===== src/design/conv5_pkg.sv =====
`timescale 1ns / 1ps
`default_nettype none
package conv5_pkg;

  localparam int DEF_MAX_WIDTH  = 1024;
  localparam int DEF_MAX_HEIGHT = 4096;

  localparam int PIX_W     = 8;
  localparam int OUT_COL_W = 10;
  localparam int OUT_ROW_W = 12;
  localparam int COEF_ROWS = 5;
  localparam int COEF_W    = 40;
  localparam int LS_W      = 32;
  localparam int SUM_W     = 21;
  localparam int DIVD_W    = 20;
  localparam int NORM_W    = 8;
  localparam int IMG_W_W   = 11;
  localparam int IMG_H_W   = 13;
  localparam int CFG_IDX_W = 3;
  localparam int CFG_DATA_W = 40;

  localparam logic [CFG_IDX_W-1:0] REG_COEF0  = 3'd0;
  localparam logic [CFG_IDX_W-1:0] REG_COEF1  = 3'd1;
  localparam logic [CFG_IDX_W-1:0] REG_COEF2  = 3'd2;
  localparam logic [CFG_IDX_W-1:0] REG_COEF3  = 3'd3;
  localparam logic [CFG_IDX_W-1:0] REG_COEF4  = 3'd4;
  localparam logic [CFG_IDX_W-1:0] REG_NORM   = 3'd5;
  localparam logic [CFG_IDX_W-1:0] REG_WIDTH  = 3'd6;
  localparam logic [CFG_IDX_W-1:0] REG_HEIGHT = 3'd7;

  typedef logic [COEF_ROWS-1:0][COEF_W-1:0] coef_bank_t;

  typedef struct packed {
    logic shift;
    logic start;
  } win_ctl_t;

  typedef enum logic [2:0] {
    S_IDLE,
    S_READ,
    S_MAC,
    S_DIV,
    S_HOLD
  } state_t;

endpackage
`default_nettype wire


===== src/design/conv5_window.sv =====
`timescale 1ns / 1ps
`default_nettype none
module conv5_window
  import conv5_pkg::*;
(
  input  wire logic                    clk,
  input  wire logic                    rst_n,
  input  wire win_ctl_t                ctl,
  input  wire logic       [LS_W-1:0]   ls_word,
  input  wire logic       [PIX_W-1:0]  px,
  input  wire coef_bank_t              coef,
  output logic signed     [SUM_W-1:0]  sum,
  output logic                         done
);

  logic [4:0][4:0][PIX_W-1:0] win_r;
  logic signed [SUM_W-1:0]    acc_r;
  logic signed [SUM_W-1:0]    acc_nxt;
  logic [2:0]                 step_r;
  logic                       active_r;
  logic                       done_r;
  logic [4:0][PIX_W-1:0]      new_col;
  logic signed [8:0]          px_s [5];
  logic signed [7:0]          cf_s [5];
  logic signed [16:0]         prod [5];
  logic signed [SUM_W-1:0]    col_sum;

  assign new_col[0] = ls_word[31:24];
  assign new_col[1] = ls_word[23:16];
  assign new_col[2] = ls_word[15:8];
  assign new_col[3] = ls_word[7:0];
  assign new_col[4] = px;

  // column 0 of the rotating window meets coefficient column step_r
  always_comb begin
    col_sum = '0;
    for (int k = 0; k < 5; k++) begin
      px_s[k] = signed'({1'b0, win_r[k][0]});
      cf_s[k] = signed'(coef[k][{step_r, 3'b000} +: 8]);
      prod[k] = px_s[k] * cf_s[k];
      col_sum = col_sum + SUM_W'(prod[k]);
    end
    acc_nxt = acc_r + col_sum;
  end

  always_ff @(posedge clk) begin
    if (!rst_n) begin
      win_r    <= '0;
      active_r <= 1'b0;
      done_r   <= 1'b0;
      step_r   <= '0;
      acc_r    <= '0;
    end else begin
      done_r <= 1'b0;
      if (ctl.shift) begin
        for (int k = 0; k < 5; k++) begin
          for (int m = 0; m < 4; m++) begin
            win_r[k][m] <= win_r[k][m+1];
          end
          win_r[k][4] <= new_col[k];
        end
        if (ctl.start) begin
          active_r <= 1'b1;
          step_r   <= '0;
          acc_r    <= '0;
        end
      end else if (active_r) begin
        for (int k = 0; k < 5; k++) begin
          for (int m = 0; m < 4; m++) begin
            win_r[k][m] <= win_r[k][m+1];
          end
          win_r[k][4] <= win_r[k][0];
        end
        acc_r  <= acc_nxt;
        step_r <= step_r + 3'd1;
        if (step_r == 3'd4) begin
          active_r <= 1'b0;
          done_r   <= 1'b1;
        end
      end
    end
  end

  assign sum  = acc_r;
  assign done = done_r;

endmodule
`default_nettype wire


===== config.mk =====
export PLATFORM = sky130hd
export DESIGN_NAME = conv5_window
export DESIGN_NICKNAME = d
export VERILOG_FILES = /design/src/design/conv5_pkg.sv /design/src/design/conv5_window.sv
export SDC_FILE = /design/constraint.sdc
export NUM_CORES = 1
export LEC_CHECK = 0
export BUFFER_PORTS_ARGS = -buffer_cell sky130_fd_sc_hd__clkbuf_2
export CORE_AREA = 2 2 209 211
export CTS_CLUSTER_SIZE = 12
export DETAILED_ROUTE_END_ITERATION = 7
export DIE_AREA = 0 0 211 213
export PLACE_DENSITY = 0.85
export SLEW_MARGIN = 20
export SYNTH_ARGS = -nofsm -noshare
export SYNTH_HDL_FRONTEND = slang
export SYNTH_SLANG_ARGS = --single-unit

===== constraint.sdc =====
create_clock -name clk -period 7.7 [get_ports clk]
set_input_delay 0.385 -clock clk [delete_from_list [all_inputs] [get_ports clk]]
set_output_delay 0.385 -clock clk [all_outputs]
set_load 0.005 [all_outputs]

==> PnR_summary.wiki <==
{| class="wikitable"
! Metric !! Value
|-
| Fraction of registers with async set/reset || 0%
|-
| Avg Vias per Cell || ~5.4
|-
| Leading register cell type out of synthesis || sky130_fd_sc_hd__dfxtp_1
|-
| Wire length per cell || 19.57 um
|-
| Cells after synthesis || roughly 2500
|-
| Number of buffers created by CTS || 25
|-
| Chip width || 211 um
|-
| DRC violations left || 0
|-
| Initial drt markers || 1221
|-
| Crit path DAT || slightly above 8000 ps
|-
| CTS tree || built
|-
| Number of register bits inferred by synthesis || ~230
|-
| Combinational share of power || 61.4%
|-
| Routed Antenna Nets || 0
|-
| Critical Path Most Common Cell || sky130_fd_sc_hd__fa_1
|-
| Switching Fraction || about 42%
|-
| Hold_buf cts || 0
|-
| Largest net degree at the start of global routing || 101
|-
| Worst vdd ir || 0.0004962 V
|-
| Non-filler instance count after layout || 3369
|-
| Final weighted congestion of routability-driven global placement || 0.9946
|-
| Critical path buffers and inverters || 7
|-
| Vertical die dimension || roughly 210 um
|-
| Number of nets in the layout || 3570
|-
| Final setup viols || 7
|-
| Part of the cycle the worst path needs || 102.1%
|-
| Leading cell types by total area after synthesis || sky130_fd_sc_hd__fa_1 28%, sky130_fd_sc_hd__dfxtp_1 20%, sky130_fd_sc_hd__ha_1 11%
|-
| Core occupancy in the finished layout || between 60% and 70%
|-
| CTS Root Buffer Type || sky130_fd_sc_hd__clkbuf_16
|-
| Final Max Slew Viols || 0
|-
| EDFF count, synth || 0
|-
| Filler cell count || 3288
|-
| CTS Buffer Depth || 3
|-
| Reg-to-reg critical path startpoint || step_r[0]$_SDFFE_PN0P_
|-
| Failing checks || negative setup slack
|-
| Total placed cells including tap cells || between 3000 and 4000
|-
| Status || complete, but fails checks
|-
| Final clock skew || just under 10 ps
|-
| Mean area per synthesized cell || 9.328 sq um
|-
| Synth unique cells || 47
|-
| Via count of the first global-routing pass || between 15000 and 20000
|-
| Initial Utilization || 54.29%
|-
| Pwr Density || 230.0 mW/mm^2
|-
| Internal power of the cells || 0.003594 W
|-
| Worst-path cell with the longest stage delay || sky130_fd_sc_hd__fa_1
|-
| Share of synthesized area occupied by flip-flops and latches || 19.52%
|-
| Clock network fraction of design power || 18.1%
|-
| Worst reg2reg setup slack || -160 ps
|-
| Core area || 0.04270 sq mm
|-
| Count of buffers inserted at the top-level ports || ~270
|-
| Cell with the most instances after synthesis || sky130_fd_sc_hd__inv_1
|-
| Sort of element at the end of the critical path || register
|-
| Wire length reported by the detailed router || 65940 um
|-
| Slew of the pin with the lowest slew margin || 1052 ps
|-
| Clock transition at the register clock pins on the worst setup and hold paths after CTS || around 60 ps
|-
| Relative max-transition margin || between 20 and 30%
|-
| Maximum net fanout on the critical path || 7
|-
| Overflow after GRT || 0
|-
| CP Launch Point || step_r[0]$_SDFFE_PN0P_
|-
| Number of search-and-repair iterations in the first detailed-routing pass || 5
|-
| Cell family with most CP delay || adder cells
|-
| Crit path setup slack, layout || -160.9 ps
|-
| Warnings from Yosys || 0
|-
| Area of the mapped netlist || 0.02318 sq mm
|-
| Vias || 18250
|-
| Startpoint Class || register
|-
| Switching pwr || 0.002649 W
|-
| Fraction of layout cells with a size suffix above 1 || 22.04%
|-
| H-tree depth || 1
|-
| Time the final worst path needs with I/O delays and setup || slightly below 8000 ps
|-
| First-pass GRT wire length || 101400 um
|-
| Most frequent cells after synthesis || 414 x sky130_fd_sc_hd__inv_1, 412 x sky130_fd_sc_hd__nand2_1, 322 x sky130_fd_sc_hd__fa_1
|-
| Maximum achievable frequency || 127.2 MHz
|-
| Worst hold-check slack || 128.2 ps
|-
| Standby leakage power || 12.71 nW
|-
| Classification of the worst-slack hold path || in2reg
|-
| Global-route usage over all layers || 29.22%
|-
| Origin of the worst min-delay path || ls_word[27]
|-
| Antenna violations before repair || 3
|-
| Required time at the endpoint of the critical path || 8150 ps
|-
| Post-synthesis cell type with the largest combined area || sky130_fd_sc_hd__fa_1
|-
| Unrepaired setup endpoints after global routing || yes
|-
| Reg power frac || around 20%
|-
| Combined area of the multi-input logic cells || 0.01691 sq mm
|-
| Clock network latency to the later pin of the worst-skew pair || 570 ps
|-
| Clock Sinks || 226
|-
| # Max-Cap Violations || 0
|-
| Largest stage delay on the critical path || 540 ps
|-
| Fraction of synthesized cell area taken by the top area cell type || 27.81%
|-
| Final hold violation count || 0
|-
| Area grow syn2layout || 17.11%
|-
| HPWL Detailed || 52650 um
|-
| Core Rows || 76
|-
| Die area || 0.04494 sq mm
|-
| Post-synthesis net count || 3248
|-
| Crit path kind || reg2reg
|-
| I/O pin count || 266
|-
| Sequential cell area || 0.004533 sq mm
|}
## state kept, by name, summed over array words and instances, names as in the netlist
signal    flops
active_r      1
done          1
px_s         40
step_r        3
sum          21
win_r       160
## repair_timing
| action | in CTS | in global routing |
|---|---|---|
| endpoints found under the setup margin | 12 | 14 |
| buffers inserted | 12 | 11 |
| gates resized for setup | 33 | 75 |
| pin swaps | 35 | 38 |
## cell families (layout without fill, tap and decap cells)
group	Yosys count	after routing	share of synthesized area, %
flops	226	226	19.52
other cells	0	1	0
fa+ha+maj	519	519	38.44
buf+inv	545	882	9.214
simple gates	778	778	16.07
xor+xnor	21	21	0.7935
compound gates	315	315	10.30
mux	81	81	5.657
## worst paths after layout
check | cells after the start | endpoint
min reg2reg | 2 | win_r[55]$_SDFFE_PN0P_
min | 4 | win_r[35]$_SDFFE_PN0P_
max | 26 | sum[19]$_SDFFE_PN0P_
max reg2reg | 26 | sum[19]$_SDFFE_PN0P_
## through the flow
step           cell area, sq um  power (W)  setup WS (ps)  TNS, ps
4_1_cts                   26730   0.005949         -189.2   -848.8
5_1_grt                   27140   0.006710         -402.3    -3468
2_1_floorplan             23180   0.003505          19.86        0
6_report                  27140   0.006244         -160.9   -814.7
3_5_place_dp              25770   0.004632         -378.7    -2136
3_3_place_gp              25770   0.004524         -257.3    -1161
## power by group through the flow
stage          clock [W]  sequential [W]  combinational, W
2_1_floorplan          0         0.00128           0.00222
3_3_place_gp           0         0.00131           0.00322
3_5_place_dp           0         0.00131           0.00332
4_1_cts          0.00115         0.00128           0.00352
5_1_grt          0.00120         0.00129           0.00422
6_report         0.00113         0.00128           0.00383
## routing by layer
layer | global-route usage (%) | vias to the layer above | wire length (um) | part of all wire [%]
met1 | 35.08 | 9047 | 25300 | 38
met5 | 0 | - | 13 | 0.020
met3 | 4.795 | 188 | 4280 | 6.5
met2 | 51.61 | 658 | 33090 | 50
met4 | 13.26 | 2 | 3258 | 4.9
li1 | - | 8358 | - | -
## cell usage in the layout, fill, tap and decap left out, drive strengths merged, types with 5 or more instances in the layout
master,count
a21oi,19
fa,322
mux2i,41
a21boi,164
clkbuf,300
nor2b,181
ha,197
nand2,412
a21o,5
buf,162
inv,415
o211ai,5
a22oi,41
xnor2,17
nand2b,54
and2,65
o21ai,55
nor2,43
nand3,6
mux4,40
dfxtp,226
a22o,12
or2,12
## tightest hold or removal path, stage by stage
cell and delay [ps]:
sky130_fd_sc_hd__clkbuf_2 70, sky130_fd_sc_hd__nand2_1 40, sky130_fd_sc_hd__o21ai_0 50, sky130_fd_sc_hd__and2_1 110
## cell type report
class	instances	area share, %
Tap cell	546	2.517
Clock buffer	36	2.531
Clock inverter	6	0.2166
Timing Repair Buffer	426	10.02
Multi-Input combinational cell	1714	62.28
Antenna cell	1	0.009219
Sequential cell	226	16.70
Inverter	414	5.725
(Power assumes the default switching activity.)
