`src/design/conv5_pkg.sv`:
```
`timescale 1ns / 1ps
`default_nettype none
package conv5_pkg;

  localparam int DEF_MAX_WIDTH  = 1024;
  localparam int DEF_MAX_HEIGHT = 4096;

  localparam int PIX_W     = 8;
  localparam int OUT_COL_W = 10;
  localparam int OUT_ROW_W = 12;
  localparam int COEF_ROWS = 5;
  localparam int COEF_W    = 40;
  localparam int LS_W      = 32;
  localparam int SUM_W     = 21;
  localparam int DIVD_W    = 20;
  localparam int NORM_W    = 8;
  localparam int IMG_W_W   = 11;
  localparam int IMG_H_W   = 13;
  localparam int CFG_IDX_W = 3;
  localparam int CFG_DATA_W = 40;

  localparam logic [CFG_IDX_W-1:0] REG_COEF0  = 3'd0;
  localparam logic [CFG_IDX_W-1:0] REG_COEF1  = 3'd1;
  localparam logic [CFG_IDX_W-1:0] REG_COEF2  = 3'd2;
  localparam logic [CFG_IDX_W-1:0] REG_COEF3  = 3'd3;
  localparam logic [CFG_IDX_W-1:0] REG_COEF4  = 3'd4;
  localparam logic [CFG_IDX_W-1:0] REG_NORM   = 3'd5;
  localparam logic [CFG_IDX_W-1:0] REG_WIDTH  = 3'd6;
  localparam logic [CFG_IDX_W-1:0] REG_HEIGHT = 3'd7;

  typedef logic [COEF_ROWS-1:0][COEF_W-1:0] coef_bank_t;

  typedef struct packed {
    logic shift;
    logic start;
  } win_ctl_t;

  typedef enum logic [2:0] {
    S_IDLE,
    S_READ,
    S_MAC,
    S_DIV,
    S_HOLD
  } state_t;

endpackage
`default_nettype wire

```
`src/design/conv5_div.sv`:
```
`timescale 1ns / 1ps
`default_nettype none
module conv5_div
  import conv5_pkg::*;
(
  input  wire logic                     clk,
  input  wire logic                     rst_n,
  input  wire logic                     start,
  input  wire logic signed [SUM_W-1:0]  sum,
  input  wire logic        [NORM_W-1:0] divisor,
  output logic             [PIX_W-1:0]  q,
  output logic                          done
);

  localparam logic [3:0] DIV_CHECK = 4'd8;

  logic [DIVD_W-1:0] rem_r;
  logic [NORM_W-1:0] d_r;
  logic [PIX_W-1:0]  q_r;
  logic [3:0]        cnt_r;
  logic              active_r;
  logic              done_r;
  logic [DIVD_W-1:0] sat_lim;
  logic [DIVD_W-1:0] shifted;

  assign sat_lim = {4'b0000, d_r, 8'h00};
  assign shifted = DIVD_W'(d_r) << cnt_r[2:0];

  always_ff @(posedge clk) begin
    if (!rst_n) begin
      active_r <= 1'b0;
      done_r   <= 1'b0;
      cnt_r    <= '0;
      q_r      <= '0;
      rem_r    <= '0;
      d_r      <= 8'd1;
    end else begin
      done_r <= 1'b0;
      if (start) begin
        // a negative sum divides as zero and so gives zero
        rem_r    <= sum[SUM_W-1] ? '0 : sum[DIVD_W-1:0];
        d_r      <= (divisor == '0) ? NORM_W'(1) : divisor;
        q_r      <= '0;
        cnt_r    <= DIV_CHECK;
        active_r <= 1'b1;
      end else if (active_r) begin
        if (cnt_r == DIV_CHECK) begin
          if (rem_r >= sat_lim) begin
            q_r      <= '1;
            active_r <= 1'b0;
            done_r   <= 1'b1;
          end else begin
            cnt_r <= 4'd7;
          end
        end else begin
          if (rem_r >= shifted) begin
            rem_r            <= rem_r - shifted;
            q_r[cnt_r[2:0]]  <= 1'b1;
          end
          if (cnt_r == 4'd0) begin
            active_r <= 1'b0;
            done_r   <= 1'b1;
          end else begin
            cnt_r <= cnt_r - 4'd1;
          end
        end
      end
    end
  end

  assign q    = q_r;
  assign done = done_r;

endmodule
`default_nettype wire

```
`config.mk`:
```
export PLATFORM = sky130hd
export DESIGN_NAME = conv5_div
export DESIGN_NICKNAME = d
export VERILOG_FILES = /design/src/design/conv5_pkg.sv /design/src/design/conv5_div.sv
export SDC_FILE = /design/constraint.sdc
export NUM_CORES = 1
export LEC_CHECK = 0
export ABC_AREA = 1
export BUFFER_PORTS_ARGS = -buffer_cell sky130_fd_sc_hd__buf_2
export CAP_MARGIN = 5
export CORE_UTILIZATION = 45
export CTS_CLUSTER_SIZE = 12
export DETAILED_ROUTE_END_ITERATION = 12
export HOLD_SLACK_MARGIN = 0.06
export PLACE_DENSITY = 0.67
export SYNTH_ARGS = -nofsm -noshare
export SYNTH_HDL_FRONTEND = slang
export SYNTH_SLANG_ARGS = --single-unit
export TNS_END_PERCENT = 30
```
`constraint.sdc`:
```
create_clock -name clk -period 3.7 [get_ports clk]
set_clock_uncertainty 0.15 [all_clocks]
set_input_delay 0.555 -clock clk [delete_from_list [all_inputs] [get_ports clk]]
set_output_delay 0.555 -clock clk [all_outputs]
set_load 0.02 [all_outputs]
```
==> results.json, run 1 <==
{
  "outcome": "finished, final reports clean",
  "antenna_found_initial": 0,
  "total_power_uw": 1738,
  "worst_setup_path_end_kind": "flop",
  "worst-endpoint-arrival_ns": 3.32,
  "power.combinational.fraction_pct": 50.3,
  "synth_seq_cells": 42,
  "routabilityCongestion": 0.9293,
  "overflow": 0,
  "cts_h_tree_depth": 2,
  "final-setup-viol-count": 0,
  "syn2layout_area_growth_pct": 9.442,
  "power_report.internal_total_uw": 926.1,
  "min_period_over_period_pct": 87.49,
  "cts_inserted_buffers": 5,
  "placed_cell_area_sq_um": 3908,
  "cts-root-buf": "clkbuf_8",
  "post_synth_inst_count": 625,
  "syn_nets": 682,
  "timing.max_slew.rel_slack_pct": 47.86,
  "drive_above_1_share_pct": 10.96,
  "cts_tree": "done",
  "starting_utilization_of_the_core_area_pct": 46.84,
  "switchingPower_uw": 811.9,
  "first_global_vias": 3725,
  "worstReg2RegEnd": "rem_r[5]$_SDFFE_PN0P_",
  "timing.setup.tns_ns": 0,
  "ys.warnings.count": 0,
  "detailedRoute.firstPassIterationCount": 5,
  "post_synth_instance_area_sq_um": 3657,
  "hpwlAfterDp_mm": 8.420,
  "global_route.usage.met2_pct": 44.78,
  "startpoint_types": "flop",
  "ctsLongestPathBuffers": 2,
  "n_antenna_cell": 0,
  "die_y_um": 92.15,
  "final-hold-violation-count": 0,
  "std_cell_rows": 32,
  "vdd.ir_drop.worst_mv": 0.1957,
  "rsz_0062_raised_after_global_routing": "no",
  "core_area_sq_um": 7807,
  "first_drt_iteration_drcs": 228,
  "critPathRequiredTime_ns": 3.78,
  "yosysUniqueCellTypes": 40,
  "route.detailed.drc": 0,
  "post-route-cell-area_sq_um": 4003,
  "cts_sinks": 42,
  "cp_max_fo": 20,
  "route.vias.total": 3981,
  "clock_latency_of_the_later_clocked_register_in_the_worst_skew_pair_ns": 0.31,
  "timing.reg2reg.worst_path_depth": 14,
  "timing.critical_path.slowest_stage_cell": "dfxtp_2",
  "first_pass_grt_wire_length_mm": 17.73,
  "maxClockFrequency_ghz": 0.3089,
  "power.share.switching_pct": 46.71,
  "floorplan.die_area_sq_um": 8492,
  "timing.setup.critical_path_class": "reg2reg",
  "rrSetupSlack_ns": 0.46,
  "clk_transition_reported_paths_ns": 0.10,
  "postLayoutSetupSlackWorst_ns": 0.4630,
  "layout.nets": 713,
  "hold_path_end": "d_r[5]$_SDFFE_PN0P_",
  "final.min_clock_period_ns": 3.237,
  "worst-slew-pin-transition_ns": 0.7812,
  "avgSynthCellArea_sq_um": 5.852,
  "grt_start_max_net_pins": 29,
  "dp_worst_setup_slack_ns": 0.2698,
  "share_clk_of_total_power_pct": 18.7,
  "hold_path.startpoint": "divisor[5]",
  "final_cell_count_no_fill": 759,
  "holdCritPathClass": "in2reg",
  "power.density_cell_area_nw_per_um2": 434.2,
  "standby_leakage_power_uw": 0.002083,
  "groute.usage.overall_pct": 26.32,
  "number_of_violations_of_the_max_capacitance_limit": 0,
  "timing.final.max_slew_violations": 0,
  "wl_mm": 10.50,
  "port_buffers": 40,
  "sequentialPowerShare_pct": 31.0,
  "global_route.usage.met1_pct": 34.38,
  "grtUsageMet3_pct": 3.980,
  "wl_per_cell_um": 13.83,
  "io-pin-count": 41,
  "viasPerCell": 5.245,
  "ant_nets": 0,
  "worst_hold_path.num_cells": 3,
  "gr-max-usage-layer": "met2",
  "die_w_um": 92.15,
  "critical-path-max-stage-delay_ns": 0.52,
  "seq_area_frac_synth_pct": 22.99,
  "rr_startpoint": "cnt_r[0]$_SDFFE_PP0P_",
  "dp_cells": 751,
  "critical_path.cell_chain": "clkinv_1, nand2_1, o21ai_0, o21ai_0, ha_1, nand2_2, inv_1, a21oi_1, nand2_2, nand2_4, nand3_4, a21oi_4, nand2_1, a21oi_1"
}
==> cells in the mapped netlist (all sizes together) <==
cell	instances	share of area (%)
a21o	1	0.21
nand3b	4	0.82
nor4	3	0.51
ha	24	8.2
inv	93	9.6
nor2	77	8.5
nor3	3	0.41
o22ai	6	1.0
a21oi	35	5.4
and2	1	0.24
a211oi	1	0.21
nand3	47	6.8
buf	8	1.4
a41oi	1	0.24
dfxtp	42	23
o31ai	2	0.41
o21ai	45	6.2
nand2	206	23
fa	1	0.55
or2	1	0.17
a22oi	1	0.21
a31oi	2	0.34
clkbuf	9	0.92
nand4	9	1.5
clkinv	1	0.10
xor2	1	0.24
a32o	1	0.27
==> worst max-delay path by stage <==
stage	from	to	slack [ns]	cells past startpoint
floorplan	cnt_r[0]$_SDFFE_PP0P_	rem_r[15]$_SDFFE_PN0P_	0.81	18
global placement	cnt_r[0]$_SDFFE_PP0P_	rem_r[8]$_SDFFE_PN0P_	0.37	14
detailed placement	cnt_r[0]$_SDFFE_PP0P_	rem_r[5]$_SDFFE_PN0P_	0.27	14
CTS	cnt_r[0]$_SDFFE_PP0P_	rem_r[5]$_SDFFE_PN0P_	0.22	14
global route	cnt_r[1]$_SDFFE_PP0P_	rem_r[8]$_SDFFE_PN0P_	0.12	13
finish	cnt_r[0]$_SDFFE_PP0P_	rem_r[5]$_SDFFE_PN0P_	0.46	14
==> layer usage <==
layer  vias up  part of all wire (%)
met2       106                    47
met3        16                   4.3
met1      1803                    47
met4         0                   1.8
li1       2056                     -
met5         -                     0
==> cell usage in the layout, fill, tap and decap left out, types with 3 or more instances in the layout <==
master and count:
nand4_1 9, nor2_2 5, buf_2 40, a21oi_1 33
o21ai_0 41, inv_1 90, dfxtp_1 41, o22ai_1 6
nand2_1 198, nand3b_1 4, nand3_1 46, nor4_1 3
nand2_2 5, nor2_1 71, o21ai_1 4, clkbuf_8 5
nor3_1 3, ha_1 24
==> cell type report <==
cell class                      instances  area, sq um
Sequential cell                        42        842.1
Fill cell                             853         3805
Clock buffer                            5        68.82
Multi-Input combinational cell        472         2376
Tap cell                              102        127.6
Timing Repair Buffer                   41        207.7
Inverter                               94        355.3
Clock inverter                          3        25.02
==> flip-flops by register name, summed over array words and instances (netlist names) <==
register / cells
rem_r: 20
d_r: 8
q: 8
cnt_r: 4
active_r: 1
done: 1
==> power by group through the flow <==
stage          Combinational, uW  Sequential [uW]  Clock [uW]
6_report                     874              538         326
3_5_place_dp                 863              546           0
5_1_grt                      994              543         352
3_3_place_gp                 849              547           0
4_1_cts                      867              536         334
2_1_floorplan                674              531           0
==> stage by stage <==
stage / hold slack (ns) / util [%]
after floorplan: 0.3065 / -
final: 0.3044 / 51.27
after detailed placement: 0.3024 / 50.05
after CTS: 0.2965 / 51.25
after global routing: 0.3032 / 51.27
after global placement: 0.2972 / 50.05
==> kinds of logic (layout without fill, tap and decap cells) <==
logic type               Yosys count  count (layout)  share of synthesized area (%)
adder cells (fa/ha/maj)           25              25                          8.758
AO/OA/AOI/OAI                     95              95                          14.47
buffers and inverters            111             143                          12.04
XOR/XNOR                           1               1                         0.2395
AND/OR/NAND/NOR                  351             351                          41.50
flip-flops                        42              42                          22.99
==> critical path, delay by kind of cell (launching register included) <==
kind | cells | cell delay [ns]
fa+ha+maj | 1 | 0.35
buf+inv | 2 | 0.34
flops | 1 | 0.52
compound gates | 5 | 1.08
simple gates | 6 | 0.73
==> repair_timing <==
action | 4_1_cts | 5_1_grt
hold buffers | 0 | 0
setup endpoints to repair | 0 | 16
resized for setup | 0 | 1
buffers inserted | 0 | 0
Power figures use the tool's default switching activity.
==> run 2, diff against run 1 <==
==> constraint.sdc (replaced) <==
create_clock -name clk -period 3.7 [get_ports clk]
set_clock_uncertainty 0.15 [all_clocks]
set_input_delay 0.74 -clock clk [delete_from_list [all_inputs] [get_ports clk]]
set_output_delay 0.74 -clock clk [all_outputs]
set_load 0.02 [all_outputs]
==> results.json, run 2 (synthesis gave the netlist of run 1 again) <==
{
  "startpoint_types": "flop",
  "share_clk_of_total_power_pct": 18.9,
  "final-hold-violation-count": 0,
  "route.detailed.drc": 0,
  "timing.reg2reg.worst_path_depth": 13,
  "cts_sinks": 42,
  "starting_utilization_of_the_core_area_pct": 46.84,
  "largest-register": "rem_r",
  "cp_max_fo": 14,
  "power_report.internal_total_uw": 926.9,
  "hpwlAfterDp_mm": 8.385,
  "grt_start_max_net_pins": 29,
  "route.vias.total": 4023,
  "mostFrequentLayoutCells": "198 x nand2_1, 90 x inv_1, 71 x nor2_1, 46 x nand3_1",
  "cts_tree": "done",
  "number_of_violations_of_the_max_capacitance_limit": 0,
  "multi_input_gate_area_sq_um": 2376,
  "maxClockFrequency_ghz": 0.3094,
  "first_global_vias": 3806,
  "std_cell_rows": 32,
  "syn2layout_area_growth_pct": 9.648,
  "worst_hold_path.num_cells": 2,
  "first_drt_iteration_drcs": 205,
  "timing.final.max_slew_violations": 0,
  "first_pass_grt_wire_length_mm": 17.86,
  "critical-path-max-stage-delay_ns": 0.57,
  "ant_nets": 0,
  "cts.repair_timing.setup_buffer_count": 0,
  "power.share.switching_pct": 46.69,
  "power.density_cell_area_nw_per_um2": 433.6,
  "cts_h_tree_depth": 2,
  "timing.critical_path.depth": 13,
  "detailedRoute.firstPassIterationCount": 7,
  "antenna_found_initial": 0,
  "floorplan.die_area_sq_um": 8492,
  "groute.usage.overall_pct": 26.80,
  "fillers": 863,
  "holdCritPathClass": "reg2reg",
  "postLayoutSetupSlackWorst_ns": 0.4679,
  "worst-slew-pin-transition_ns": 0.8132,
  "timing.setup.tns_ns": 0,
  "critical_path.cell_chain": "inv_1, o21ai_0, o21ai_0, ha_1, nand2_2, inv_1, a21oi_1, nand2_2, nand2_4, nand3_4, a21oi_4, nand2_1, a21oi_1",
  "outcome": "finished, final reports clean",
  "layout.nets": 714,
  "routabilityCongestion": 0.9443,
  "viasPerCell": 5.293,
  "dp_worst_setup_slack_ns": 0.2824,
  "final.min_clock_period_ns": 3.232,
  "timing.critical_path.slowest_stage_cell": "dfxtp_1",
  "worst_setup_path_end_kind": "flop",
  "timing.max_slew.rel_slack_pct": 45.73,
  "n_antenna_cell": 0,
  "standby_leakage_power_uw": 0.002087,
  "overflow": 0,
  "final-setup-viol-count": 0,
  "min_period_over_period_pct": 87.35,
  "cts-root-buf": "clkbuf_8",
  "path_delay_family": "compound AO/OA/AOI/OAI gates",
  "sequentialPowerShare_pct": 31.0,
  "ctsLongestPathBuffers": 2,
  "drive_above_1_share_pct": 11.09,
  "io-pin-count": 41,
  "worst_hold_slack_ns": 0.3195,
  "wl_per_cell_um": 13.93,
  "switchingPower_uw": 811.9,
  "timing.critical_path.buf_inv": 2,
  "power.combinational.fraction_pct": 50.1,
  "register_area_sq_um": 842.1,
  "rsz_0062_raised_after_global_routing": "no",
  "core_area_sq_um": 7807,
  "finish.utilization_pct": 51.36,
  "vdd.ir_drop.worst_mv": 0.2036,
  "cts_hold_buffers": 0,
  "clk_transition_reported_paths_ns": 0.10,
  "wl_mm": 10.59,
  "post-route-cell-area_sq_um": 4010,
  "port_buffers": 40,
  "clock_latency_of_the_later_clocked_register_in_the_worst_skew_pair_ns": 0.31,
  "die_w_um": 92.15,
  "largest_register_ff_count": 20,
  "worst-endpoint-arrival_ns": 3.32,
  "cts_inserted_buffers": 5,
  "critPathRequiredTime_ns": 3.79,
  "die_y_um": 92.15,
  "mostFrequentLayoutCell": "nand2_1",
  "timing.setup.critical_path_class": "reg2reg",
  "placed_cell_area_sq_um": 3915
}
run 2: final timing paths:
path	start	endpoint	slack, ns
max reg2reg	cnt_r[1]$_SDFFE_PP0P_	rem_r[2]$_SDFFE_PN0P_	0.47
max	cnt_r[1]$_SDFFE_PP0P_	rem_r[2]$_SDFFE_PN0P_	0.47
min reg2reg	q[7]$_SDFFE_PP0P_	q[7]$_SDFFE_PP0P_	0.32
min	q[7]$_SDFFE_PP0P_	q[7]$_SDFFE_PP0P_	0.32
run 2: through the flow:
step	total power, uW	std cells
global route	1900	760
global placement	1397	752
CTS	1738	760
floorplan	1205	625
detailed placement	1408	752
finish	1739	760
run 2: repair_timing:
| item | CTS | global route |
|---|---|---|
| gates resized for setup | 0 | 1 |
| setup endpoints to repair | 0 | 22 |
| endpoints found under the hold margin | 0 | 0 |
run 2: worst register-to-register path, cell delays in order, from the launching register on:
cell and delay, ns:
dfxtp_1 0.57, inv_1 0.27, o21ai_0 0.32, o21ai_0 0.16, ha_1 0.38, nand2_2 0.13, inv_1 0.04, a21oi_1 0.16
nand2_2 0.13, nand2_4 0.10, nand3_4 0.11, a21oi_4 0.40, nand2_1 0.10, a21oi_1 0.14
run 2: power by group through the flow:
stage | combinational [uW] | clock (uW) | sequential, uW
after floorplan | 674 | 0 | 531
after global placement | 850 | 0 | 547
after detailed placement | 861 | 0 | 547
after CTS | 865 | 336 | 537
after global routing | 1000 | 352 | 543
final | 871 | 329 | 538
run 2: layer usage:
metal	vias to the layer above	track usage [%]	wire length (um)
met4	0	8.984	266
met1	1813	34.36	4905
met5	-	0	0
met2	130	45.52	4866
li1	2058	-	-
met3	22	4.229	547
run 2: final cells by class:
| type | instances | area share [%] |
|---|---|---|
| multi-input combinational | 472 | 59.25 |
| sequential | 42 | 21.00 |
| inverter | 94 | 8.861 |
| timing repair buffer | 42 | 5.367 |
| tap | 102 | 3.183 |
| clock buffer | 5 | 1.716 |
| clock inverter | 3 | 0.6240 |
